[config.mk]
export PLATFORM = sky130hd
export DESIGN_NAME = fdmd_ram
export DESIGN_NICKNAME = d
export VERILOG_FILES = /design/src/sv/fdmd_ram.sv
export SDC_FILE = /design/constraint.sdc
export NUM_CORES = 2
export LEC_CHECK = 0
export ABC_AREA = 0
export BUFFER_PORTS_ARGS = -buffer_cell sky130_fd_sc_hd__buf_4
export CAP_MARGIN = 10
export CORE_MARGIN = 3
export CORE_UTILIZATION = 55
export CTS_CLUSTER_DIAMETER = 40
export DETAILED_ROUTE_END_ITERATION = 10
export GPL_ROUTABILITY_DRIVEN = 0
export PLACE_DENSITY_LB_ADDON = 0.05
export SETUP_SLACK_MARGIN = 0.2
export SLEW_MARGIN = 30
export SYNTH_ARGS = -nofsm -noshare
export SYNTH_HDL_FRONTEND = slang
export SYNTH_SLANG_ARGS = --single-unit
[constraint.sdc]
create_clock -name clk -period 3.3 [get_ports clk]
set_input_delay 0.33 -clock clk [delete_from_list [all_inputs] [get_ports clk]]
set_output_delay 0.33 -clock clk [all_outputs]
set_load 0.005 [all_outputs]
[src/sv/fdmd_ram.sv]
// ----------------------------------------------------------------------------
// fdmd_ram: generic simple dual-port RAM
// One write port, one read port with registered read data.
// ----------------------------------------------------------------------------
module fdmd_ram #(
  parameter int WIDTH = 8,
  parameter int DEPTH = 256,
  parameter int AW    = (DEPTH > 1) ? $clog2(DEPTH) : 1
) (
  input  logic             clk,
  input  logic             we,
  input  logic [AW-1:0]    waddr,
  input  logic [WIDTH-1:0] wdata,
  input  logic             re,
  input  logic [AW-1:0]    raddr,
  output logic [WIDTH-1:0] rdata
);

  logic [WIDTH-1:0] mem [DEPTH];

  always_ff @(posedge clk) begin
    if (we) begin
      mem[waddr] <= wdata;
    end
    if (re) begin
      rdata <= mem[raddr];
    end
  end

endmodule

# After elaboration in Yosys (flattened, before gate mapping)
# Memories as Yosys holds them, arrays and structs flattened. A register that Yosys moved wholly into a read port is not among the register bits.
# Index checks and enable logic that the tools add are counted.
dict set report classes {
  mux 2
}
# op n
set ops {}
lappend ops {{1-bit 2-to-1 mux} 2}
dict set report totals {
  ramBits 2048
  elab_cells 3
  ff_bits 0
  in_bits 27
  out_inout_bits 8
  mem_count 1
}
# memory depth word_bits rd rd_ports_with_merged_regs wr line_no
set mem_list {}
lappend mem_list {mem 256 8 1 1 1 19} ;# logic [WIDTH-1:0] mem [DEPTH];

# Longest topological paths before layout
dict set report depth {
  ltp_word 2
  ltp_mapped 11
}

# Least setup slack after synthesis
# OpenSTA, ideal clock, no wires.
dict set report synth_path {
  path_type {input -> register}
  start {input raddr[0]}
  end {register rdata[2], read port of mem, data pin}
  cell_stages 9
  t_arrival_ps 2137
  setup_time_ps 269
  path_slack_ps 894
  required_ps 3031
  path_buffers 4
  path_cell_list {buf_6 -> buf_12 -> buf_8 -> buf_2 -> mux4_2 -> a22oi_1 -> a21oi_1 -> nor4_1 -> nor4_2}
}
# element line_no
set synth_rtl {}
lappend synth_rtl {{start, declared} 15} ;# input logic [AW-1:0] raddr,
lappend synth_rtl {{end, declared} 16} ;# output logic [WIDTH-1:0] rdata

==> flow_summary_export.csv <==
group,metric,value,unit
sta,slew_headroom,0.374,
sta,maxSlewViolCount,0,
final_layout,area_growth,17.6,%
route,drt-total-wl,205,mm
critical_path,r2r_start,"mem[82][2]",
run_status,status,"finished clean",
hold_path,hold-path-cell-count,1,
synth,ys_seq_elements,2056,
sta,fin_worst_skew,42.1,ps
pwr,power,60000,uW
sta,min_period_over_period,0.846,
route,met2_length,98.1,mm
floorplanning,die_h,387,um
critical_path,worstPathMaxFanout,1,
floorplanning,start_util,0.558,
critical_path,worstPathArrival,3410,ps
sta,period_needed,2790,ps
route,via_per_inst,6.44,
final_layout,drive_above_1_share,0.306,
grt,grt_usage,0.277,
critical_path,reg2regPathDepth,6,
route,top_layer,"met5",
synth,yosys.cell_count.top_type,"edfxtp_1",
grt,grt.overflow.total,0,
final_layout,nets,4295,
synth,synthArstFlopShare,0,
synth,synth_ff_type,"edfxtp_1",
pwr,power_density,640,mW/mm2
critical_path,start_kind,"flip-flop",
synth,ys_top_cells_by_count,"2056 x edfxtp_1, 454 x mux4_2, 282 x nor2_1",
synth,syn_nets,3760,
sta,tightest_slew,936,ps
synth,ys_types,54,
synth,synth.cell_area,0.0796,mm2
grt,grt_pass1_wl,297,mm
floorplanning,design.core.area,0.143,mm2
synth,synth_edf_count,2056,
critical_path,cp.required,3910,ps
synth,synth_cells,3733,
place,portBuffers,34,
place,pre_cts_ws,-448,ps
floorplanning,die_width,387,um
grt,grt_pass1_vias,41700,
floorplanning,dieArea,0.149,mm2
clock_tree,cts_tree,"yes",
critical_path,cp-end-kind,"flip-flop",
synth,synth_area_leaders,"edfxtp_1 78%, mux4_2 13%, mux2i_1 1.7%",
synth,ys_seq_area_frac,0.775,
route,dr_wl_met3,18.9,mm
clock_tree,cts_root_buf,"clkbuf_16",
route,vias,40900,
pwr,leakage,0.0302,uW
sta,whs,82.0,ps
floorplanning,num_rows,138,
job,cap_violations,0,
clock_tree,numCtsBuffers,274,
clock_tree,htreeDepth,5,
route,dr.first_iter.drc_count,5119,
place,dp_hpwl,130,mm
hold_path,hp-class,"in2reg",
route,final_antenna_net_count,0,
route,drt-pass1-iter-count,5,
sta,rsz0062_at_grt,"false",
synth,synth.top_cell.area_share,0.775,
clock_tree,post_cts.repair.setup_buffers,0,
sta,finalHoldViolCount,0,
pwr,ir_worst_vdd,0.000509,V
grt,grt_max_degree,108,
sta,fin_ws,507,ps
critical_path,startpoint,"mem[82][2]",
synth,yosysWarnings,0,
synth,yosysTopAreaCell,"edfxtp_1",
floorplanning,num_io_pins,35,
route,drc,0,
clock_tree,clkSlewWorstSetupHoldPaths,60,ps
route,wl_met1,81.0,mm
sta,setup_viol,0,
synth,avgSynthCellArea,21.3,um2
clock_tree,clockBufferDepth,4,
hold_path,hold_start,"wdata[4]",
sta,setup-tns-final,0,ps
grt,antenna_found_initial,7,
sta,fmax,358,MHz
critical_path,criticalPathCategory,"reg2reg",
clock_tree,cts_sinks,2056,
route,wire_per_inst,32.2,um
clock_tree,clk_latency,880,ps
==> where the power goes <==
group / leakage [uW] / internal, uW / switching, uW / total [uW]
Combinational: 0.00751 / 1060 / 1770 / 2830
Clock: 0.00421 / 17600 / 10700 / 28300
Sequential: 0.0185 / 28800 / 36.7 / 28900
Total: 0.0302 / 47500 / 12500 / 60000
==> metrics by stage <==
stage               utilization  area [um2]  std cells
CTS                       0.657       93700       6342
detailed placement        0.596       84900       5880
floorplan                     -       79600       3733
global route              0.657       93700       6342
global placement          0.595       84900       5879
finish                    0.657       93700       6345
==> worst paths after layout <==
| kind | slack [ps] | to |
|---|---|---|
| min reg2reg | 1220 | rdata[6] |
| max | 510 | rdata[2] |
| min | 80 | mem[65][4] |
| max reg2reg | 510 | rdata[2] |
==> routing by layer <==
metal | track usage | vias to the layer above
met5 | 0 | -
met4 | 0.0913 | 8
met3 | 0.0577 | 400
met2 | 0.434 | 2052
met1 | 0.395 | 21600
li1 | - | 16900
==> cell families (layout without fill, tap and decap cells) <==
kind of cell    after synthesis  count (layout)  share of synthesized area
flops                      2056            2056                      0.775
simple gates                466             466                     0.0263
buf+inv                     235             954                     0.0183
mux                         591             591                      0.146
other cells                   0               3                          0
compound gates              385             385                     0.0342
==> area by class of cell <==
type,count,area [um2]
sequential,2056,61700
fill,9474,48900
multi-input combinational,1442,16500
clock buffer,314,7130
timing repair buffer,492,4360
tap,1890,2360
clock inverter,146,1580
inverter,2,7.51
antenna,3,7.51
==> critical path, stage by stage (launching register included) <==
cell and delay, ps:
edfxtp_1 400, mux4_2 480, mux4_2 500, nor2b_1 220, nor4_2 630, buf_4 250
nor4_2 50
==> flip-flops by register name, summed over array words and instances (netlist names) <==
register and cells:
rdata 8, mem 2048
==> what timing repair did <==
item                                    4_1_cts  5_1_grt
hold endpoints to repair                     37        0
hold buffers                                  2        0
resized for setup                             1        0
endpoints found under the setup margin        1        0
==> cells in the final DEF (no fill, tap or decap), types with 23 or more instances in the layout <==
cell	instances
o22ai_1	28
nor2_1	279
a22oi_1	133
nor2b_1	28
clkbuf_1	34
nand3_1	34
clkinv_1	31
inv_6	23
nand2_1	33
mux2i_1	134
mux4_2	454
clkbuf_16	280
edfxtp_1	2056
buf_4	432
clkinv_2	25
bufinv_16	26
buf_12	48
o221ai_1	46
a21oi_1	96
(Power assumes the default switching activity.)
