## config.mk

```make
export PLATFORM = sky130hd
export DESIGN_NAME = fdmd_back
export DESIGN_NICKNAME = d
export VERILOG_FILES = /design/src/sv/fdmd_pkg.sv /design/src/sv/fdmd_back.sv
export SDC_FILE = /design/constraint.sdc
export NUM_CORES = 1
export LEC_CHECK = 0
export BUFFER_PORTS_ARGS = -buffer_cell sky130_fd_sc_hd__buf_4
export CAP_MARGIN = 25
export CORE_ASPECT_RATIO = 1.1
export CORE_MARGIN = 4
export CORE_UTILIZATION = 32
export CTS_CLUSTER_SIZE = 20
export DETAILED_ROUTE_END_ITERATION = 10
export PLACE_DENSITY = 0.51
export SLEW_MARGIN = 40
export SYNTH_ARGS = -nofsm -noshare
export SYNTH_HDL_FRONTEND = slang
export SYNTH_SLANG_ARGS = --single-unit
```

## constraint.sdc

```tcl
create_clock -name clk -period 7.13 [get_ports clk]
set_clock_uncertainty 0.05 [all_clocks]
set_input_delay 0.713 -clock clk [delete_from_list [all_inputs] [get_ports clk]]
set_output_delay 0.713 -clock clk [all_outputs]
set_load 0.02 [all_outputs]
```

## src/sv/fdmd_pkg.sv

```systemverilog
// ----------------------------------------------------------------------------
// fdmd_pkg: shared types and constants of the frame difference motion detector
// Frame geometry, register codes, beat payloads and pipeline records.
// ----------------------------------------------------------------------------
package fdmd_pkg;

  localparam int IMAGE_WIDTH  = 320;
  localparam int IMAGE_HEIGHT = 240;
  localparam int FRAME_PIXELS = IMAGE_WIDTH * IMAGE_HEIGHT;
  localparam int ADDR_W       = (FRAME_PIXELS > 1) ? $clog2(FRAME_PIXELS) : 1;

  localparam int PIX_W        = 8;
  localparam int CFG_IDX_W    = 2;
  localparam int CFG_DATA_W   = 8;

  localparam logic [PIX_W-1:0] DEFAULT_THRESHOLD = 8'd20;
  localparam logic [PIX_W-1:0] WHITE             = 8'd255;

  // (r+g+b)/3 as (sum * 683) >> 11, exact for sums up to 765
  localparam int SUM_W      = PIX_W + 2;
  localparam int DIV3_MUL   = 683;
  localparam int DIV3_SHIFT = 11;
  localparam int PROD_W     = 20;

  typedef enum logic [CFG_IDX_W-1:0] {
    REG_MODE        = 2'd0,
    REG_THRESHOLD   = 2'd1,
    REG_GRAY_SOURCE = 2'd2
  } cfg_reg_t;

  typedef enum logic {
    MODE_PREV       = 1'b0,
    MODE_BACKGROUND = 1'b1
  } mode_t;

  typedef struct packed {
    logic [PIX_W-1:0] red;
    logic [PIX_W-1:0] green;
    logic [PIX_W-1:0] blue;
    logic [PIX_W-1:0] luma_in;
    logic             start_of_frame;
  } in_t;

  typedef struct packed {
    logic [PIX_W-1:0] out_pixel;
    logic             motion;
    logic [PIX_W-1:0] difference;
    logic [PIX_W-1:0] gray_out;
  } out_t;

  // Frame store write request
  typedef struct packed {
    logic              en;
    logic [ADDR_W-1:0] addr;
    logic [PIX_W-1:0]  data;
  } wr_t;

  // Pixel record handed from the front end to the compare stage
  typedef struct packed {
    logic [PIX_W-1:0]  gray;
    logic [ADDR_W-1:0] addr;
    logic              write;
    logic              capture;
    mode_t             mode;
    logic              fwd;
    logic [PIX_W-1:0]  fwd_data;
  } item_t;

endpackage

```

## src/sv/fdmd_back.sv

```systemverilog
// ----------------------------------------------------------------------------
// fdmd_back: compare stage and output register
// Absolute difference against the stored pixel, threshold, write-back.
// ----------------------------------------------------------------------------
module fdmd_back (
  input  logic                        clk,
  input  logic                        rst,
  input  logic                        item_valid,
  input  fdmd_pkg::item_t             item,
  input  logic [fdmd_pkg::PIX_W-1:0]  rd_data,
  input  logic [fdmd_pkg::PIX_W-1:0]  threshold,
  output logic                        ready,
  output fdmd_pkg::wr_t               wr,
  output logic                        out_valid,
  input  logic                        out_ready,
  output fdmd_pkg::out_t              out_data
);

  import fdmd_pkg::*;

  logic             s1_valid;
  item_t            s1;
  logic             advance;
  logic [PIX_W-1:0] ref_pix;
  logic [PIX_W-1:0] diff;
  logic             motion;
  out_t             result;

  assign advance = s1_valid && (!out_valid || out_ready);
  assign ready   = !s1_valid || !out_valid || out_ready;

  always_comb begin
    ref_pix = s1.fwd ? s1.fwd_data : rd_data;
    diff    = (s1.gray > ref_pix) ? (s1.gray - ref_pix) : (ref_pix - s1.gray);
    motion  = diff > threshold;
    result.gray_out = s1.gray;
    if (s1.capture) begin
      result.out_pixel  = '0;
      result.motion     = 1'b0;
      result.difference = '0;
    end else begin
      result.motion     = motion;
      result.difference = diff;
      if (motion) begin
        result.out_pixel = WHITE;
      end else if (s1.mode == MODE_PREV) begin
        result.out_pixel = s1.gray;
      end else begin
        result.out_pixel = '0;
      end
    end
  end

  always_comb begin
    wr.en   = advance && s1.write;
    wr.addr = s1.addr;
    wr.data = s1.gray;
  end

  always_ff @(posedge clk) begin
    if (rst) begin
      s1_valid <= 1'b0;
    end else if (item_valid) begin
      s1_valid <= 1'b1;
    end else if (advance) begin
      s1_valid <= 1'b0;
    end
  end

  always_ff @(posedge clk) begin
    if (item_valid) begin
      s1 <= item;
    end
  end

  always_ff @(posedge clk) begin
    if (rst) begin
      out_valid <= 1'b0;
    end else if (advance) begin
      out_valid <= 1'b1;
    end else if (out_ready) begin
      out_valid <= 1'b0;
    end
  end

  always_ff @(posedge clk) begin
    if (advance) begin
      out_data <= result;
    end
  end

endmodule
```

# ---- Yosys cells after proc, flatten, opt, wreduce, memory -nomap -nowiden
# Cells that the tools add are included.
dict set report word_totals {
  register_bits 64
  inputBits 57
  out_inout_bits 53
  word_cells 34
}
dict set report op_classes {
  n_addsub 2
  n_lt_le_gt_ge 2
  muxes 8
  reduce_logical 9
}
# cell count
set ops {}
lappend ops {{$mux W8} 4}
lappend ops {{$gt A8 B8 Y1} 2}
lappend ops {{$sub A8 B8 Y8} 2}
lappend ops {{$mux W1} 4}
lappend ops {{$reduce_bool A2 Y1} 2}
lappend ops {{$logic_or A1 B1 Y1} 3}
lappend ops {{$logic_and A1 B1 Y1} 2}
lappend ops {{$logic_not A1 Y1} 2}

# ---- Longest topological paths before layout
# Gate-level depths: netlist of run 1.
dict set report logic_depth {
  depth_word 5
  mapped_depth 17
}

# ---- Worst setup path before layout of run 1
# OpenSTA, ideal clock, no wires.
dict set report synth_timing {
  path_type {register to register}
  startpoint {register s1[8] in the netlist's numbering}
  endpoint {register out_data[17] in the netlist's numbering (data pin)}
  t_arrival_ps 3436
  t_required_ps 6826
  slack_ps 3390
  stages_incl_launch_ff 15
  synth_period_minus_slack_ps 3740
  cell_sequence {edfxtp_1 > clkbuf_1 > mux2i_1 > inv_1 > ha_1 > nand4_1 > o22ai_4 > mux2_2 > ha_1 > nor2b_1 > o21a_1 > o21a_1 > o21ai_0 > a221oi_2 > a21o_1}
}
dict set report synth_via {
  elab_chain_cells 5
  word_cells_on_any_way 7
  classes_between {add/sub: 2; order compare: 2; mux: 3}
}
# element line
set synth_rtl {}
lappend synth_rtl {{start, declared} fdmd_back.sv:22} ;# item_t s1;
lappend synth_rtl {{start signal, assigned} fdmd_back.sv:72} ;# s1 <= item;
lappend synth_rtl {{$mux W8 (*)} fdmd_back.sv:33} ;# ref_pix = s1.fwd ? s1.fwd_data : rd_data;
lappend synth_rtl {{$sub A8 B8 Y8 or $gt A8 B8 Y1 (tied branches)} fdmd_back.sv:34} ;# diff = (s1.gray > ref_pix) ? (s1.gray - ref_pix) : (ref_pix - s1.gray);
lappend synth_rtl {{$mux W8 (*)} fdmd_back.sv:34}
lappend synth_rtl {{named net diff[1]} fdmd_back.sv:25} ;# logic [PIX_W-1:0] diff;
lappend synth_rtl {{$gt A8 B8 Y1 (*)} fdmd_back.sv:35} ;# motion = diff > threshold;
lappend synth_rtl {{$mux W8 (*)} fdmd_back.sv:44} ;# if (motion) begin
lappend synth_rtl {{end signal, assigned} fdmd_back.sv:88} ;# out_data <= result;
lappend synth_rtl {{end, declared} fdmd_back.sv:16} ;# output fdmd_pkg::out_t out_data
# The timed path passes the listed nets; every way through them passes the cells marked *.
# A chain may end at the register's enable or synchronous reset.

# ---- Final worst setup path of run 1
# Same ends and word-level chain as after synthesis.

==> flow_summary.ini, run 1 <==
[outcome]
status = finished clean

[synth]
synth.distinct_cells = 33
syn_area_mm2 = 0.00321
synth-seq-area-share = 0.592
synth_top_family_by_area = adder cells
ys_async_sr_fraction = 0
synth_compound_area_frac = 0.0919
synthXorXnorAreaFrac = 0.0164
synth_edf_count = 62
synthSimpleGateAreaFrac = 0.0584
synthAdderAreaFrac = 0.102
post_synth.cell_area_avg_um2 = 13.7
ys_ff_latch = 64
syn-instance-count = 234
ys_warn_count = 0
synth_nets = 316
synth-main-ff-cell = edfxtp_1
synth_mux_area_frac = 0.0440

[timing]
max_slew.worst_pin.slew_ps = 573
min_period_over_period = 0.581
fin_tns_setup_ps = 0
slew_headroom = 0.616
setup-violations-final = 0
rsz0062_at_grt = no
fin_ws_ps = 2990
fin_crit_ps = 4140
final_hold_viol_count = 0
fmax_ghz = 0.241
drv_slew = 0

[placed_design]
routabilityCongestion = 0.745
place_area_mm2 = 0.00397
dpl.hpwl_um = 4980
place_ws_ps = 2780
io_buffers = 109

[cells_and_area]
nets = 407
antenna_cells = 0
fill_cells = 921
final_cell_mix = buf_4, edfxtp_1, inv_1, ha_1, a21o_1
final_common_cell = buf_4
drive_gt1_frac = 0.409
final_area_mm2 = 0.00414
syn2layout_area_growth_pct = 28.9

[clock_tree]
clockBufferDepth = 2
cts_resized = 0
clkTransAtPathRegs_ps = 70
cts_setup_buffers = 0
cts_root_buf = clkbuf_8
cts_tree = done
clk_latency_ps = 340
cts.sink_count = 64
cts_made_buffers = 9
htreeDepth = 3
ctsHoldBuffers = 0

[routing]
drtIter0Drc = 36
first_pass_iters = 4
ant_nets = 0
viasPerCell = 4.36
wl_per_cell_um = 14.3
vias = 1964
routed_wl_um = 6430
drc = 0

[grt]
antenna_found_initial = 0
track_usage = 0.112
grt_pass1_wl_um = 10100
grt_pass1_vias = 2056
gr-total-overflow = 0
grt_max_degree = 39

[setup_path]
critPathTopFamily = compound AO/OA/AOI/OAI gates
cp_common_cell = a21o_1
crit_type = flip-flop to flip-flop
slowest_stage = edfxtp_1
required_ps = 7180
cp-end-kind = flip-flop
worstReg2RegStart = s1[8]
max_stage_delay_ps = 660
crit_path_start = s1[8]
start_kind = flip-flop
worst-path-buf-inv = 2
critPathMaxFanout = 8
arrival_ps = 4190
path_cells = mux2i_1 -> inv_1 -> ha_1 -> nand4_2 -> o22ai_4 -> mux2i_1 -> xor2_1 -> ha_1 -> a21o_1 -> a21o_1 -> a21oi_1 -> a221oi_2 -> buf_2 -> a21o_1

[floorplan]
ios = 110
dieArea_mm2 = 0.0117
start_util = 0.326
core.rowCount = 38
coreArea_mm2 = 0.00984
die_h_um = 113
die_w_um = 104

[job]
drv_cap = 0

[min_path]
worst_hold_path_type = flip-flop to flip-flop
min_from = s1_valid

[power]
p_leak_nw = 1.88
vdd_drop_max_v = 0.000138
p_per_area_mw_per_mm2 = 247
==> stage by stage <==
stage	utilization	total power [W]	hold WS (ps)	instances
final	0.421	0.00102	469	450
after detailed placement	0.404	0.000773	455	433
after global placement	0.404	0.000769	453	433
after floorplan	-	0.000680	428	234
after CTS	0.420	0.00104	459	449
after global routing	0.421	0.00109	460	450
==> routing by layer <==
layer / up-vias / share of wire / global-route usage
met4: 0 / 0.016 / 0.0505
met3: 12 / 0.11 / 0.0662
met1: 881 / 0.42 / 0.128
met2: 79 / 0.45 / 0.170
li1: 992 / - / -
met5: - / 0 / 0
==> state kept, by name, summed over array words and instances, names as in the netlist <==
| register | count |
|---|---|
| wr | 25 |
| out_data | 25 |
| s1_valid | 1 |
| s1 | 12 |
| out_valid | 1 |
==> synthesized netlist by cell type, types with 3 or more instances <==
library cell  number  area share
xor2_1             3      0.0082
xnor2_1            3      0.0082
nor2b_1           12       0.023
mux2i_1           13       0.040
nand2_1            5      0.0058
inv_1             23       0.027
o21ai_0            4      0.0062
nor2_1             6      0.0070
ha_1              23       0.090
buf_4             27       0.063
edfxtp_1          62        0.58
a21oi_1            8       0.012
a21o_1            15       0.035
==> path summary, 6_finish.rpt <==
check | end | slack (ps) | cells after the start
worst min-delay path | out_valid | 470 | 2
worst max register to register | out_data[17] | 2990 | 14
worst min register to register | out_valid | 470 | 2
worst max-delay path | out_data[17] | 2990 | 14
==> power by group <==
group	internal (W)	switching [W]
registers	0.000456	0.0000156
clock network	0.000123	0.000140
logic	0.000138	0.000151
total	0.000718	0.000306
==> area by class of cell <==
| type | instances | area (µm²) | share of cell area |
|---|---|---|---|
| Tap cell | 120 | 150 | 0.0363 |
| Clock inverter | 6 | 36.3 | 0.00876 |
| Inverter | 23 | 86.3 | 0.0209 |
| Timing Repair Buffer | 111 | 831 | 0.201 |
| Sequential cell | 64 | 1900 | 0.459 |
| Multi-Input combinational cell | 116 | 1010 | 0.243 |
| Clock buffer | 10 | 128 | 0.0308 |
==> logic make-up after synthesis <==
kind of cell,Yosys count
and+or+nand+nor,32
muxes,14
adders and majority gates,25
DFF,64
xor gates and xnor gates,6
AOI/OAI and AO/OA,39
buffers and inverters,54
==> tightest hold or removal path, cell delays in order, from the launching register on <==
cell	delay, ps
dfxtp_1	330
nor2_1	100
nor2_1	40
(Power assumes the default switching activity.)
==> run 2, diff against run 1 <==
--- a/config.mk
+++ b/config.mk
@@ -5,6 +5,7 @@
 export SDC_FILE = /design/constraint.sdc
 export NUM_CORES = 1
 export LEC_CHECK = 0
+export ABC_AREA = 1
 export BUFFER_PORTS_ARGS = -buffer_cell sky130_fd_sc_hd__buf_4
 export CAP_MARGIN = 25
 export CORE_ASPECT_RATIO = 1.1
@@ -12,7 +13,7 @@
 export CORE_UTILIZATION = 32
 export CTS_CLUSTER_SIZE = 20
 export DETAILED_ROUTE_END_ITERATION = 10
-export PLACE_DENSITY = 0.51
+export PLACE_DENSITY = 0.53
 export SLEW_MARGIN = 40
 export SYNTH_ARGS = -nofsm -noshare
 export SYNTH_HDL_FRONTEND = slang
==> constraint.sdc (replaced) <==
create_clock -name clk -period 3.6 [get_ports clk]
set_clock_uncertainty 0.05 [all_clocks]
set_input_delay 0.36 -clock clk [delete_from_list [all_inputs] [get_ports clk]]
set_output_delay 0.36 -clock clk [all_outputs]
set_load 0.02 [all_outputs]
==> run 2 against run 1 <==
Register-to-register slack got worse by 2700 ps. Non-clock buffer count increased by 6. Sequential cell count unchanged. Power increased by 130%. Via count increased by 23%. Design area increased by 10%. Largest cell class unchanged.
==> flow_summary.ini, run 2 <==
[synth]
synthTopCellsByCount = nand2_1, edfxtp_1, inv_1
synth_top_area_frac = 0.543
syn_area_mm2 = 0.00343
synth_top_cell_by_area = edfxtp_1
ys_async_sr_fraction = 0
synth.distinct_cells = 26
syn-instance-count = 338
synth_edf_count = 62
ys_warn_count = 0
synth_area_leaders = edfxtp_1, nand2_1, ha_1, inv_1, buf_4
synth-seq-area-share = 0.554
ys_ff_latch = 64
post_synth.cell_area_avg_um2 = 10.2
synth_most_common_cell = nand2_1
synth_nets = 420
synth-main-ff-cell = edfxtp_1

[placed_design]
post-place-cells = 568
routabilityCongestion = 0.799
io_buffers = 109
dpl.hpwl_um = 5910

[setup_path]
required_ps = 3630
critPathTopFamily = simple AND/OR/NAND/NOR gates
arrival_ps = 3310
cp-end-kind = flip-flop
worst-path-buf-inv = 4
cp_common_cell = nand2_1
path_cells = buf_4 -> o21ai_1 -> inv_1 -> ha_1 -> a21oi_1 -> nand2_2 -> nand2_2 -> nand2_1 -> o21ai_4 -> nand2_1 -> nand2_1 -> inv_1 -> ha_1 -> nand2_2 -> nor2_2 -> nand3_1 -> o21ai_0 -> inv_1 -> nand2_4 -> nand2_1
max_stage_delay_ps = 380
critPathMaxFanout = 10
start_kind = flip-flop
crit_type = flip-flop to flip-flop
slowest_stage = edfxtp_1

[timing]
min_period_over_period = 0.912
final_hold_viol_count = 0
fmax_ghz = 0.305
drv_slew = 0
fin_crit_ps = 3280
slew_headroom = 0.613
max_slew.worst_pin.slew_ps = 580
rsz0062_at_grt = no
fin_hold_ws_ps = 146
setup-violations-final = 0
fin_tns_setup_ps = 0

[cells_and_area]
final_common_cell = buf_4
antenna_cells = 0
nets = 518
final_util = 0.437
drive_gt1_frac = 0.340
final_cell_mix = buf_4, nand2_1, edfxtp_1
syn2layout_area_growth_pct = 33.2
instances_no_fill = 584

[routing]
first_pass_iters = 5
ant_nets = 0
routed_wl_um = 7430
drtIter0Drc = 70
wl_per_cell_um = 12.7
vias = 2417
drc = 0
viasPerCell = 4.14

[floorplan]
start_util = 0.329
coreArea_mm2 = 0.0104
ios = 110
die_w_um = 107
die_h_um = 117
dieArea_mm2 = 0.0124
core.rowCount = 39

[power]
p_switching_w = 0.000704
p_leak_nw = 2.20
p_clk_frac = 0.337
vdd_drop_max_v = 0.000275
p_int_w = 0.00164
p_comb_frac = 0.268
power_frac_seq = 0.394
switching_share = 0.300
power_w = 0.00235
p_per_area_mw_per_mm2 = 513

[clock_tree]
cts_tree = done
cts.sink_count = 64
clkTransAtPathRegs_ps = 60
htreeDepth = 3
cts_root_buf = clkbuf_16
cts_made_buffers = 9
clockBufferDepth = 2
clk_latency_ps = 330

[grt]
grt_max_degree = 39
grt_pass1_wl_um = 11800
antenna_found_initial = 0
grt_pass1_vias = 2457
gr-total-overflow = 0
track_usage = 0.124

[outcome]
status = finished clean

[job]
drv_cap = 0

[min_path]
worst_hold_path_type = primary input to flip-flop
run 2: worst paths after layout:
check | start | cells past startpoint | endpoint | slack (ps)
worst max-delay path | s1[8] | 20 | out_data[20] | 320
worst min-delay path | rst | 2 | out_valid | 150
worst min register to register | out_valid | 2 | out_valid | 460
worst max register to register | s1[8] | 20 | out_data[20] | 320
run 2: cell families (layout without fill, tap and decap cells):
| family | Yosys count | count (layout) | synth area share |
|---|---|---|---|
| simple gates | 121 | 121 | 0.147 |
| buf+inv | 91 | 194 | 0.131 |
| flops | 64 | 64 | 0.554 |
| compound gates | 30 | 30 | 0.0543 |
| fa+ha+maj | 25 | 25 | 0.0956 |
| xor+xnor | 6 | 6 | 0.0153 |
| mux | 1 | 1 | 0.00292 |
run 2: power by group through the flow:
stage	combinational (W)	clock (W)	sequential [W]
final	0.000629	0.000791	0.000925
after global placement	0.000612	0	0.000941
after CTS	0.000623	0.000811	0.000927
after floorplan	0.000397	0	0.000968
after global routing	0.000712	0.000848	0.000933
after detailed placement	0.000619	0	0.000941
run 2: final cells by class:
| class | count | area, µm² |
|---|---|---|
| inverter | 61 | 229 |
| clock inverter | 5 | 33.8 |
| clock buffer | 11 | 243 |
| tap | 143 | 179 |
| fill | 1035 | 5870 |
| timing repair buffer | 117 | 878 |
| sequential | 64 | 1900 |
| multi-input combinational | 183 | 1100 |
run 2: timing repair:
item                                    in CTS  in global routing
resized for setup                            2                 13
setup buffers                                0                  0
endpoints found under the setup margin       9                  9
hold buffers                                 0                  0
pin swaps                                    0                  1
run 2: metrics by stage:
step                      setup WS [ps]  instance area [µm²]
final                               317                 4570
after global routing               12.6                 4570
after CTS                          11.3                 4550
after detailed placement          -62.1                 4270
after global placement             10.4                 4270
after floorplan                     333                 3430
run 2: metal layers:
metal,wire [µm],part of all wire,global-route usage,up-vias
met3,859,0.12,0.0663,17
met2,3480,0.47,0.199,95
met5,0,0,0,-
met1,2940,0.40,0.137,1046
met4,152,0.020,0.0537,0
li1,-,-,-,1259
