--- src/sv/fdmd_pkg.sv ---
// ----------------------------------------------------------------------------
// fdmd_pkg: shared types and constants of the frame difference motion detector
// Frame geometry, register codes, beat payloads and pipeline records.
// ----------------------------------------------------------------------------
package fdmd_pkg;

  localparam int IMAGE_WIDTH  = 320;
  localparam int IMAGE_HEIGHT = 240;
  localparam int FRAME_PIXELS = IMAGE_WIDTH * IMAGE_HEIGHT;
  localparam int ADDR_W       = (FRAME_PIXELS > 1) ? $clog2(FRAME_PIXELS) : 1;

  localparam int PIX_W        = 8;
  localparam int CFG_IDX_W    = 2;
  localparam int CFG_DATA_W   = 8;

  localparam logic [PIX_W-1:0] DEFAULT_THRESHOLD = 8'd20;
  localparam logic [PIX_W-1:0] WHITE             = 8'd255;

  // (r+g+b)/3 as (sum * 683) >> 11, exact for sums up to 765
  localparam int SUM_W      = PIX_W + 2;
  localparam int DIV3_MUL   = 683;
  localparam int DIV3_SHIFT = 11;
  localparam int PROD_W     = 20;

  typedef enum logic [CFG_IDX_W-1:0] {
    REG_MODE        = 2'd0,
    REG_THRESHOLD   = 2'd1,
    REG_GRAY_SOURCE = 2'd2
  } cfg_reg_t;

  typedef enum logic {
    MODE_PREV       = 1'b0,
    MODE_BACKGROUND = 1'b1
  } mode_t;

  typedef struct packed {
    logic [PIX_W-1:0] red;
    logic [PIX_W-1:0] green;
    logic [PIX_W-1:0] blue;
    logic [PIX_W-1:0] luma_in;
    logic             start_of_frame;
  } in_t;

  typedef struct packed {
    logic [PIX_W-1:0] out_pixel;
    logic             motion;
    logic [PIX_W-1:0] difference;
    logic [PIX_W-1:0] gray_out;
  } out_t;

  // Frame store write request
  typedef struct packed {
    logic              en;
    logic [ADDR_W-1:0] addr;
    logic [PIX_W-1:0]  data;
  } wr_t;

  // Pixel record handed from the front end to the compare stage
  typedef struct packed {
    logic [PIX_W-1:0]  gray;
    logic [ADDR_W-1:0] addr;
    logic              write;
    logic              capture;
    mode_t             mode;
    logic              fwd;
    logic [PIX_W-1:0]  fwd_data;
  } item_t;

endpackage

--- src/sv/fdmd_front.sv ---
// ----------------------------------------------------------------------------
// fdmd_front: input side of the motion detector
// Gray conversion, pixel address sequencing, capture flags, store clearing.
// ----------------------------------------------------------------------------
module fdmd_front (
  input  logic                         clk,
  input  logic                         rst,
  input  logic                         in_valid,
  output logic                         in_ready,
  input  fdmd_pkg::in_t                in_data,
  input  fdmd_pkg::mode_t              mode,
  input  logic                         gray_source,
  input  logic                         cfg_clear,
  input  logic                         back_ready,
  input  fdmd_pkg::wr_t                back_wr,
  output logic                         item_valid,
  output fdmd_pkg::item_t              item,
  output logic                         rd_en,
  output logic [fdmd_pkg::ADDR_W-1:0]  rd_addr,
  output fdmd_pkg::wr_t                ram_wr
);

  import fdmd_pkg::*;

  logic [ADDR_W-1:0] pixel_address;
  logic              background_valid;
  logic              frame_seen;
  logic              clearing;
  logic [ADDR_W-1:0] clr_addr;

  logic              accept;
  logic [ADDR_W-1:0] addr_cur;
  logic [ADDR_W:0]   addr_inc;
  logic              wrap;
  logic [ADDR_W-1:0] pixel_address_next;
  logic              bg_sof;
  logic              frame_seen_next;
  logic              background_valid_next;
  logic              capture;
  logic [SUM_W-1:0]  sum;
  logic [PROD_W-1:0] prod;
  logic [PIX_W-1:0]  gray;

  assign in_ready = !clearing && back_ready;
  assign accept   = in_valid && in_ready;

  always_comb begin
    sum  = SUM_W'(in_data.red) + SUM_W'(in_data.green) + SUM_W'(in_data.blue);
    prod = PROD_W'(sum) * PROD_W'(DIV3_MUL);
    gray = gray_source ? in_data.luma_in : prod[DIV3_SHIFT +: PIX_W];
  end

  always_comb begin
    addr_cur = in_data.start_of_frame ? '0 : pixel_address;
    if ((ADDR_W+1)'(addr_cur) >= (ADDR_W+1)'(FRAME_PIXELS)) begin
      addr_cur = '0;
    end
    // start of frame closes a capture that has already seen address zero
    bg_sof = background_valid ||
             (mode == MODE_BACKGROUND && frame_seen && in_data.start_of_frame);
    frame_seen_next = frame_seen || (addr_cur == '0);
    capture  = (mode == MODE_BACKGROUND) && !bg_sof;
    addr_inc = (ADDR_W+1)'(addr_cur) + (ADDR_W+1)'(1);
    wrap     = addr_inc >= (ADDR_W+1)'(FRAME_PIXELS);
    pixel_address_next    = wrap ? '0 : addr_inc[ADDR_W-1:0];
    background_valid_next = bg_sof ||
                            (wrap && mode == MODE_BACKGROUND && frame_seen_next);
  end

  always_comb begin
    item.gray     = gray;
    item.addr     = addr_cur;
    item.write    = (mode == MODE_PREV) || capture;
    item.capture  = capture;
    item.mode     = mode;
    // the write leaving the compare stage this cycle is not yet in the store
    item.fwd      = back_wr.en && (back_wr.addr == addr_cur);
    item.fwd_data = back_wr.data;
  end

  assign item_valid = accept;
  assign rd_en      = accept;
  assign rd_addr    = addr_cur;

  always_comb begin
    if (clearing) begin
      ram_wr.en   = 1'b1;
      ram_wr.addr = clr_addr;
      ram_wr.data = '0;
    end else begin
      ram_wr = back_wr;
    end
  end

  always_ff @(posedge clk) begin
    if (rst) begin
      pixel_address    <= '0;
      background_valid <= 1'b0;
      frame_seen       <= 1'b0;
    end else begin
      if (accept) begin
        pixel_address    <= pixel_address_next;
        background_valid <= background_valid_next;
        frame_seen       <= frame_seen_next;
      end
      if (cfg_clear) begin
        background_valid <= 1'b0;
        frame_seen       <= 1'b0;
      end
    end
  end

  // Zero the frame store one entry per cycle after reset
  always_ff @(posedge clk) begin
    if (rst) begin
      clearing <= 1'b1;
      clr_addr <= '0;
    end else if (clearing) begin
      if ((ADDR_W+1)'(clr_addr) == (ADDR_W+1)'(FRAME_PIXELS - 1)) begin
        clearing <= 1'b0;
      end else begin
        clr_addr <= clr_addr + ADDR_W'(1);
      end
    end
  end

endmodule

--- config.mk ---
export PLATFORM = sky130hd
export DESIGN_NAME = fdmd_front
export DESIGN_NICKNAME = d
export VERILOG_FILES = /design/src/sv/fdmd_pkg.sv /design/src/sv/fdmd_front.sv
export SDC_FILE = /design/constraint.sdc
export NUM_CORES = 1
export LEC_CHECK = 0
export ABC_AREA = 0
export BUFFER_PORTS_ARGS = -buffer_cell sky130_fd_sc_hd__clkbuf_2
export CORE_UTILIZATION = 55
export CTS_CLUSTER_SIZE = 25
export DETAILED_ROUTE_END_ITERATION = 10
export GPL_TIMING_DRIVEN = 0
export PLACE_DENSITY = 0.84
export SETUP_SLACK_MARGIN = 0.5
export SLEW_MARGIN = 20
export SYNTH_ARGS = -nofsm -noshare
export SYNTH_HDL_FRONTEND = slang
export SYNTH_SLANG_ARGS = --single-unit
--- constraint.sdc ---
create_clock -name clk -period 16.3 [get_ports clk]
set_clock_uncertainty 0.1 [all_clocks]
set_input_delay 3.26 -clock clk [delete_from_list [all_inputs] [get_ports clk]]
set_output_delay 3.26 -clock clk [all_outputs]
set_load 0.01 [all_outputs]
After elaboration in Yosys (flattened, before gate mapping)
Cells that the tools add are included.

storage, ports and cells
  flip-flop bits (word level) = 37
  latch bits = 0
  bits in writable memories = 0
  bits in read-only memories = 0
  output and inout bits = 83
  memories = 0

cells by class
  add/sub/neg operators = 4
  $mul = 1
  divide/modulo/power cells = 0
  magnitude comparators = 2
  equal/unequal tests = 2
  shifts and indexed selects = 0
  multiplexer cells = 7
  bitwise gates (word level) = 2
  reduce and logical (&&, ||, !) cells = 17

operators by type and width
  cell                                                                      count
  17-bit 2-to-1 mux                                                         3
  26-bit 2-to-1 mux                                                         1
  10-bit by 10-bit multiplier with 19-bit output (second input constant)    1
  17-bit by 1-bit adder with 18-bit output (second input constant)          1
  18-bit by 17-bit >= comparator with 1-bit output (second input constant)  1
  17-bit by 1-bit adder with 17-bit output (second input constant)          1
  17-bit == test                                                            1
  17-bit == test (second input constant)                                    1
  17-bit >= comparator (second input constant)                              1
  17-bit logical NOT                                                        1
  9-bit by 8-bit adder with 10-bit output                                   1
  8-bit by 8-bit adder with 9-bit output                                    1
  1-bit logical AND                                                         8
  8-bit 2-to-1 mux                                                          1
  1-bit logical OR                                                          4
  1-bit logical NOT                                                         2
  1-bit 2-to-1 mux                                                          2
  1-bit NOT                                                                 2
  2-bit AND reduction                                                       1
  2-bit OR reduction                                                        1

Longest topological paths before layout
Gate-level depths: netlist of run 1.

  depth in word-level cells = 8
  depth in mapped cells = 30
  mapped depth without buffers = 30

Least setup slack after synthesis of run 1
OpenSTA, ideal clock, no wires.

  kind = input -> output
  from = in in_data[10] (netlist name)
  to = out item[36] (netlist name)
  arrival = 9.512 ns
  slack = 3.428 ns
  stages = 30
  path through = inv_1 -> fa_1 -> inv_1 -> ha_1 -> inv_1 -> fa_1 -> nor2b_1 -> o21a_1 -> o21ai_0 -> nand2b_1 -> a21o_1 -> xnor2_1 -> inv_1 -> ha_1 -> ha_1 -> inv_1 -> fa_1 -> inv_1 -> fa_1 -> inv_1 -> fa_1 -> inv_1 -> ha_1 -> a21oi_1 -> o21ai_0 -> a31oi_1 -> o211ai_1 -> and4_1 -> o31a_1 -> o31ai_1

RTL lines
  what             line              source
  start, declared  fdmd_front.sv:10  input fdmd_pkg::in_t in_data,
  end, declared    fdmd_front.sv:17  output fdmd_pkg::item_t item,

==> results of run 1 <==
[layer usage]
metal / part of all wire, % / vias up / global-route usage [%]
met3: 6.4 / 39 / 3.373
met1: 38 / 2340 / 31.49
met4: 3.1 / 0 / 12.90
li1: - / 2458 / -
met2: 52 / 217 / 56.37
met5: 0 / - / 0
[synth_stat cells, types with 2 or more instances]
cell type and n:
a211oi_1 2, a21o_1 5, a21oi_1 20, a22o_1 8, a22oi_1 2, a311oi_2 2, a31oi_1 9, and2_1 9
and3_1 3, and4_1 4, buf_2 6, buf_4 29, buf_6 2, clkbuf_1 14, dfxtp_1 37, fa_1 29
ha_1 67, inv_1 85, mux2_2 16, mux2i_1 2, nand2_1 40, nand2b_1 3, nand3_1 11, nand3_2 2
nand4_1 14, nand4b_1 2, nor2_1 47, nor2b_1 10, nor3_1 14, nor4_1 15, nor4b_1 2, o2111ai_1 3
o211ai_1 3, o21a_1 2, o21ai_0 25, o21bai_1 2, o22ai_1 3, o41ai_1 2, or2_2 4, or3_1 6
xnor2_1 37, xor2_1 16
[registers in the layout (all words and copies together), names as in the netlist]
register and cells:
background_valid 1, clearing 1, clr_addr 17, frame_seen 1, pixel_address 17
[kinds of logic after synthesis]
kind of cell,after synthesis
and+or+nand+nor,192
buffers and inverters,138
AOI/OAI and AO/OA,100
adders and majority gates,96
xor gates and xnor gates,53
DFF,37
muxes,18
[worst max-delay path: cells and delay by family]
kind                     cells  cell delay, ns
XOR/XNOR                     1            0.41
AO/OA/AOI/OAI                9            2.08
AND/OR/NAND/NOR              3            0.42
adder cells (fa/ha/maj)      9            3.44
buffers and inverters       10            0.75
[power groups by stage]
stage               Sequential, mW  Clock (mW)  Combinational [mW]
floorplan                   0.0935           0                1.05
global placement            0.0937           0                1.33
detailed placement          0.0938           0                1.43
CTS                         0.0916      0.0646                1.44
global route                0.0918      0.0676                1.66
finish                      0.0917      0.0636                1.44
[area by class of cell]
type                            count  area [um^2]  area share, %
Buffer                             53        331.6          5.397
Clock buffer                        6        72.57          1.181
Clock inverter                      1        8.758         0.1426
Inverter                           85        319.1          5.193
Multi-Input combinational cell    459         3796          61.79
Sequential cell                    37        740.7          12.06
Tap cell                          111        138.9          2.261
Timing Repair Buffer              147        735.7          11.98
[how the worst min path moves through the flow]
stage / slack (ns) / cells past startpoint / to
global route: 0.44 / 2 / clr_addr[9]
finish: 0.41 / 2 / clr_addr[9]
detailed placement: 0.39 / 2 / clr_addr[9]
floorplan: 0.37 / 2 / clr_addr[9]
CTS: 0.40 / 2 / clr_addr[9]
global placement: 0.39 / 2 / clr_addr[9]
[stage by stage]
step	std cells	total power, mW	hold WS (ns)
4_1_cts	899	1.601	0.4039
6_report	899	1.592	0.4108
5_1_grt	899	1.818	0.4424
3_5_place_dp	892	1.519	0.3931
2_1_floorplan	634	1.146	0.3679
3_3_place_gp	892	1.427	0.3879
==> impl_metrics.sql, run 1 <==
INSERT INTO impl_metrics (metric_group, metric, value, unit) VALUES
('route', 'avgRoutedWirePerCell', '15.67', 'um'),
('place', 'hpwl_detailed', '11800', 'um'),
('die', 'floorplan.core_area', '0.009196', 'mm^2'),
('power_and_ir_drop', 'power_switching_share', '53.59', '%'),
('synthesis', 'synth.yosys.warnings', '0', ''),
('power_and_ir_drop', 'pwr-share-clk', '4.0', '%'),
('power_and_ir_drop', 'switchingPower', '0.8530', 'mW'),
('grt', 'antenna_found_initial', '0', ''),
('grt', 'grt_remaining_overflow', '0', ''),
('setup_path', 'startpoint_type', 'input pin', ''),
('timing', 'layout_worst_path_cycle_share', '84.30', '%'),
('setup_path', 'launch_point_of_the_critical_path', 'in_data[10]', ''),
('timing', 'max-slew-margin-rel', '52.85', '%'),
('clocking', 'cts_post_setup_buffers_inserted', '0', ''),
('power_and_ir_drop', 'power.internal', '0.7387', 'mW'),
('finish', 'layout.filler_cells', '793', ''),
('setup_path', 'critical_path_arrival', '10.38', 'ns'),
('finish', 'post-route-util', '66.80', '%'),
('clocking', 'tritoncts_clock_tree', 'built', ''),
('min_path', 'hp-class', 'flop to flop', ''),
('finish', 'final_cell_area', '0.006143', 'mm^2'),
('clocking', 'cts_root_buf', 'clkbuf_8', ''),
('synthesis', 'ys.flop_type', 'dfxtp_1', ''),
('die', 'die_height', '99.12', 'um'),
('finish', 'syn_to_final_growth', '18.43', '%'),
('grt', 'grt_pass1_vias', '4936', ''),
('finish', 'diode_count', '0', ''),
('synthesis', 'compound_gate_fraction_of_synth_area', '13.39', '%'),
('synthesis', 'mappedNetlistArea', '0.005187', 'mm^2'),
('route', 'drt-pass1-iter-count', '7', ''),
('synthesis', 'synthDominantAreaCellType', 'ha_1', ''),
('die', 'width_of_the_die', '99.12', 'um'),
('clocking', 'cts_resized', '0', ''),
('power_and_ir_drop', 'p_comb_share', '90.2', '%'),
('flow_run', 'max_cap_viol_count', '0', ''),
('setup_path', 'path_class', 'input pin to output port', ''),
('synthesis', 'synth_xor_area_share', '8.948', '%'),
('grt', 'grt.total_usage', '29.02', '%'),
('finish', 'mostFrequentLayoutCells', 'clkbuf_2, inv_1, ha_1', ''),
('synthesis', 'yosys_register_bits', '37', ''),
('route', 'post-route-drc-count', '0', ''),
('finish', 'layout.cells.most_common', 'clkbuf_2', ''),
('timing', 'timing_max_transition_violations_final', '0', ''),
('die', 'io_pins', '149', ''),
('setup_path', 'worst-endpoint-required', '12.94', 'ns'),
('clocking', 'cts_max_level', '2', ''),
('route', 'wl', '14080', 'um'),
('route', 'drt-vias-per-instance', '5.622', ''),
('setup_path', 'crit_path_top_delay_cell', 'fa_1', ''),
('synthesis', 'syn-num-nets', '796', ''),
('setup_path', 'reg2reg_start', 'pixel_address[12]', ''),
('setup_path', 'worst_path_largest_cell_delay', '0.54', 'ns'),
('clocking', 'clk_pin_slew_worst_paths', '0.07', 'ns'),
('setup_path', 'reg2regPathDepth', '15', ''),
('route', 'dr.first_iter.drc_count', '219', ''),
('clocking', 'cts_hold_repair.buffers', '0', ''),
('synthesis', 'synth-adder-area-share', '27.35', '%'),
('route', 'via_count', '5054', ''),
('clocking', 'cts_made_buffers', '5', ''),
('synthesis', 'synth.yosys.seq_area_share', '14.28', '%'),
('outcome', 'status', 'complete, no violations', ''),
('route', 'route.antenna.remaining_nets', '0', ''),
('setup_path', 'ff_to_ff_end', 'pixel_address[9]', ''),
('synthesis', 'synth_area_leaders', 'ha_1, dfxtp_1, fa_1, xnor2_1, inv_1', ''),
('timing', 'worst_slack', '2.559', 'ns'),
('place', 'final_weighted_congestion_in_routability_driven_placement', '0.9142', ''),
('power_and_ir_drop', 'pwr-share-seq', '5.8', '%'),
('setup_path', 'maximum_fanout_count_along_the_critical_path', '3', ''),
('timing', 'setup-violations-final', '0', ''),
('timing', 'max_clock_freq', '0.07278', 'GHz'),
('setup_path', 'destination_of_the_critical_timing_path', 'item[36]', '');
No activity file was read; power rests on OpenSTA's default activity.
==> run 2, diff against run 1 <==
- CORE_UTILIZATION: 55 -> 49
- PLACE_DENSITY: 0.84 -> 0.79
- clock period: 16.3 -> 11.6 ns (I/O delays scaled with it)
==> impl_metrics.sql, run 2 (synthesized netlist as in run 1, its figures left out) <==
INSERT INTO impl_metrics (metric_group, metric, value, unit) VALUES
('grt', 'grt_remaining_overflow', '0', ''),
('place', 'dp_slack', '-0.08663', 'ns'),
('place', 'numPlacedInstances', '917', ''),
('place', 'final_weighted_congestion_in_routability_driven_placement', '0.9712', ''),
('finish', 'final_layout_size_suffix_gt1_share', '31.95', '%'),
('flow_run', 'max_cap_viol_count', '0', ''),
('route', 'dr.first_iter.drc_count', '190', ''),
('setup_path', 'maximum_fanout_count_along_the_critical_path', '3', ''),
('finish', 'final-instance-count-excl-fill', '934', ''),
('timing', 'unrepaired_setup_endpoints_after_global_routing', 'no', ''),
('grt', 'grt.total_usage', '25.59', '%'),
('setup_path', 'path_class', 'input pin to output port', ''),
('grt', 'global_route_wire_length_before_repair', '22880', 'um'),
('clocking', 'cts_made_buffers', '5', ''),
('timing', 'worst_slack', '0.7247', 'ns'),
('die', 'width_of_the_die', '104.9', 'um'),
('route', 'wl', '14440', 'um'),
('die', 'die_area', '0.01100', 'mm^2'),
('finish', 'layout.cells.most_common', 'clkbuf_2', ''),
('clocking', 'clk_pin_slew_worst_paths', '0.08', 'ns'),
('finish', 'final_nets', '959', ''),
('die', 'floorplan.core_area', '0.01028', 'mm^2'),
('min_path', 'worstHoldStart', 'frame_seen', ''),
('clocking', 'cts-root-to-sink-buffers', '2', ''),
('clocking', 'cts_root_buf', 'clkbuf_8', ''),
('setup_path', 'r2r_setup_slack', '7.14', 'ns'),
('grt', 'antenna_found_initial', '0', ''),
('die', 'die_height', '104.9', 'um'),
('timing', 'max-slew-margin-rel', '47.68', '%'),
('timing', 'timing_max_transition_violations_final', '0', ''),
('setup_path', 'crit_path_top_delay_cell', 'fa_1', ''),
('finish', 'mostFrequentLayoutCells', 'clkbuf_2, inv_1, ha_1', ''),
('finish', 'final-seq-area', '740.7', 'um^2'),
('die', 'start_util', '50.47', '%'),
('min_path', 'worstHoldPathCells', '2', ''),
('timing', 'finalHoldViolCount', '0', ''),
('setup_path', 'reg2regPathDepth', '15', ''),
('die', 'io_pins', '149', ''),
('clocking', 'cts_hold_repair.buffers', '0', ''),
('setup_path', 'startpoint_type', 'input pin', ''),
('route', 'via_count', '5129', ''),
('clocking', 'insertion_delay', '0.30', 'ns'),
('place', 'number_of_buffer_cells_added_on_primary_ports', '147', ''),
('route', 'avgRoutedWirePerCell', '15.46', 'um'),
('timing', 'layout_worst_path_cycle_share', '93.75', '%'),
('clocking', 'tritoncts_clock_tree', 'built', ''),
('setup_path', 'worst-endpoint-required', '9.18', 'ns'),
('clocking', 'numClockSinks', '37', ''),
('timing', 'setup-violations-final', '0', ''),
('place', 'hpwl_detailed', '11600', 'um'),
('finish', 'largestRegisters', 'clr_addr: 17 flops, pixel_address: 17 flops', ''),
('route', 'drt-vias-per-instance', '5.491', ''),
('timing', 'max_clock_freq', '0.09195', 'GHz'),
('die', 'rows', '37', ''),
('min_path', 'hp-class', 'flop to flop', ''),
('timing', 'period_minus_slack', '10.88', 'ns'),
('grt', 'grt_pass1_vias', '5053', ''),
('finish', 'area_of_the_multi_input_gates', '0.003929', 'mm^2'),
('clocking', 'cts_max_level', '2', ''),
('setup_path', 'worst_path_largest_cell_delay', '0.52', 'ns'),
('timing', 'worst_pin_slew', '0.7776', 'ns'),
('finish', 'layout.filler_cells', '921', ''),
('setup_path', 'reg2reg_start', 'pixel_address[12]', ''),
('finish', 'diode_count', '0', ''),
('route', 'drt-pass1-iter-count', '6', ''),
('setup_path', 'endpoint_kind', 'output port', ''),
('min_path', 'hold_end', 'frame_seen', ''),
('grt', 'pin_count_of_the_biggest_net_entering_global_routing', '14', ''),
('timing', 'fin_tns_setup', '0', 'ns'),
('route', 'post-route-drc-count', '0', ''),
('outcome', 'status', 'complete, no violations', ''),
('timing', 'whs', '0.4201', 'ns'),
('route', 'route.antenna.remaining_nets', '0', ''),
('setup_path', 'critical_path_arrival', '8.46', 'ns'),
('setup_path', 'ff_to_ff_end', 'pixel_address[9]', ''),
('finish', 'syn_to_final_growth', '23.06', '%');
-- run 2: worst max-delay path by stage --
stage,startpoint,endpoint,slack [ns],cells past startpoint
finish,in_data[10],item[36],0.72,32
global route,in_data[10],item[36],0.37,29
CTS,in_data[10],item[36],0.52,32
detailed placement,in_data[10],item[36],-0.09,32
global placement,in_data[10],item[36],0.04,32
floorplan,in_data[10],item[36],0.61,30
-- run 2: critical path: cells and delay by family --
| family | cells | cell delay, ns |
|---|---|---|
| compound gates | 9 | 1.54 |
| buf+inv | 10 | 0.68 |
| xor+xnor | 1 | 0.15 |
| fa+ha+maj | 9 | 3.30 |
| simple gates | 3 | 0.47 |
-- run 2: through the flow --
| step | area [um^2] | util (%) |
|---|---|---|
| after floorplan | 5187 | - |
| after global placement | 6093 | 59.29 |
| after detailed placement | 6093 | 59.29 |
| after CTS | 6254 | 60.85 |
| after global routing | 6384 | 62.11 |
| final | 6384 | 62.11 |
-- run 2: metal layers --
| metal | GRT usage [%] | part of all wire, % | up-vias |
|---|---|---|---|
| li1 | - | - | 2488 |
| met1 | 27.43 | 38 | 2382 |
| met2 | 48.91 | 53 | 227 |
| met3 | 3.618 | 6.2 | 32 |
| met4 | 12.07 | 3.1 | 0 |
| met5 | 0 | 0 | - |
-- run 2: final cells by class --
type / instances / share of cell area, %
Timing Repair Buffer: 156 / 12.58
Tap cell: 136 / 2.666
Inverter: 85 / 4.998
Clock inverter: 3 / 0.3332
Sequential cell: 37 / 11.60
Multi-Input combinational cell: 459 / 61.54
Buffer: 53 / 5.194
Clock buffer: 5 / 1.078
-- run 2: timing repair --
item                                    in CTS  in global routing
buffers inserted                             5                  4
pin swaps                                    6                 16
endpoints found under the setup margin       7                  7
resized for setup                            7                 21
Power of run 2 is not shown: default switching activity piles up to over one toggle a cycle in this logic, so the estimate is an artifact.
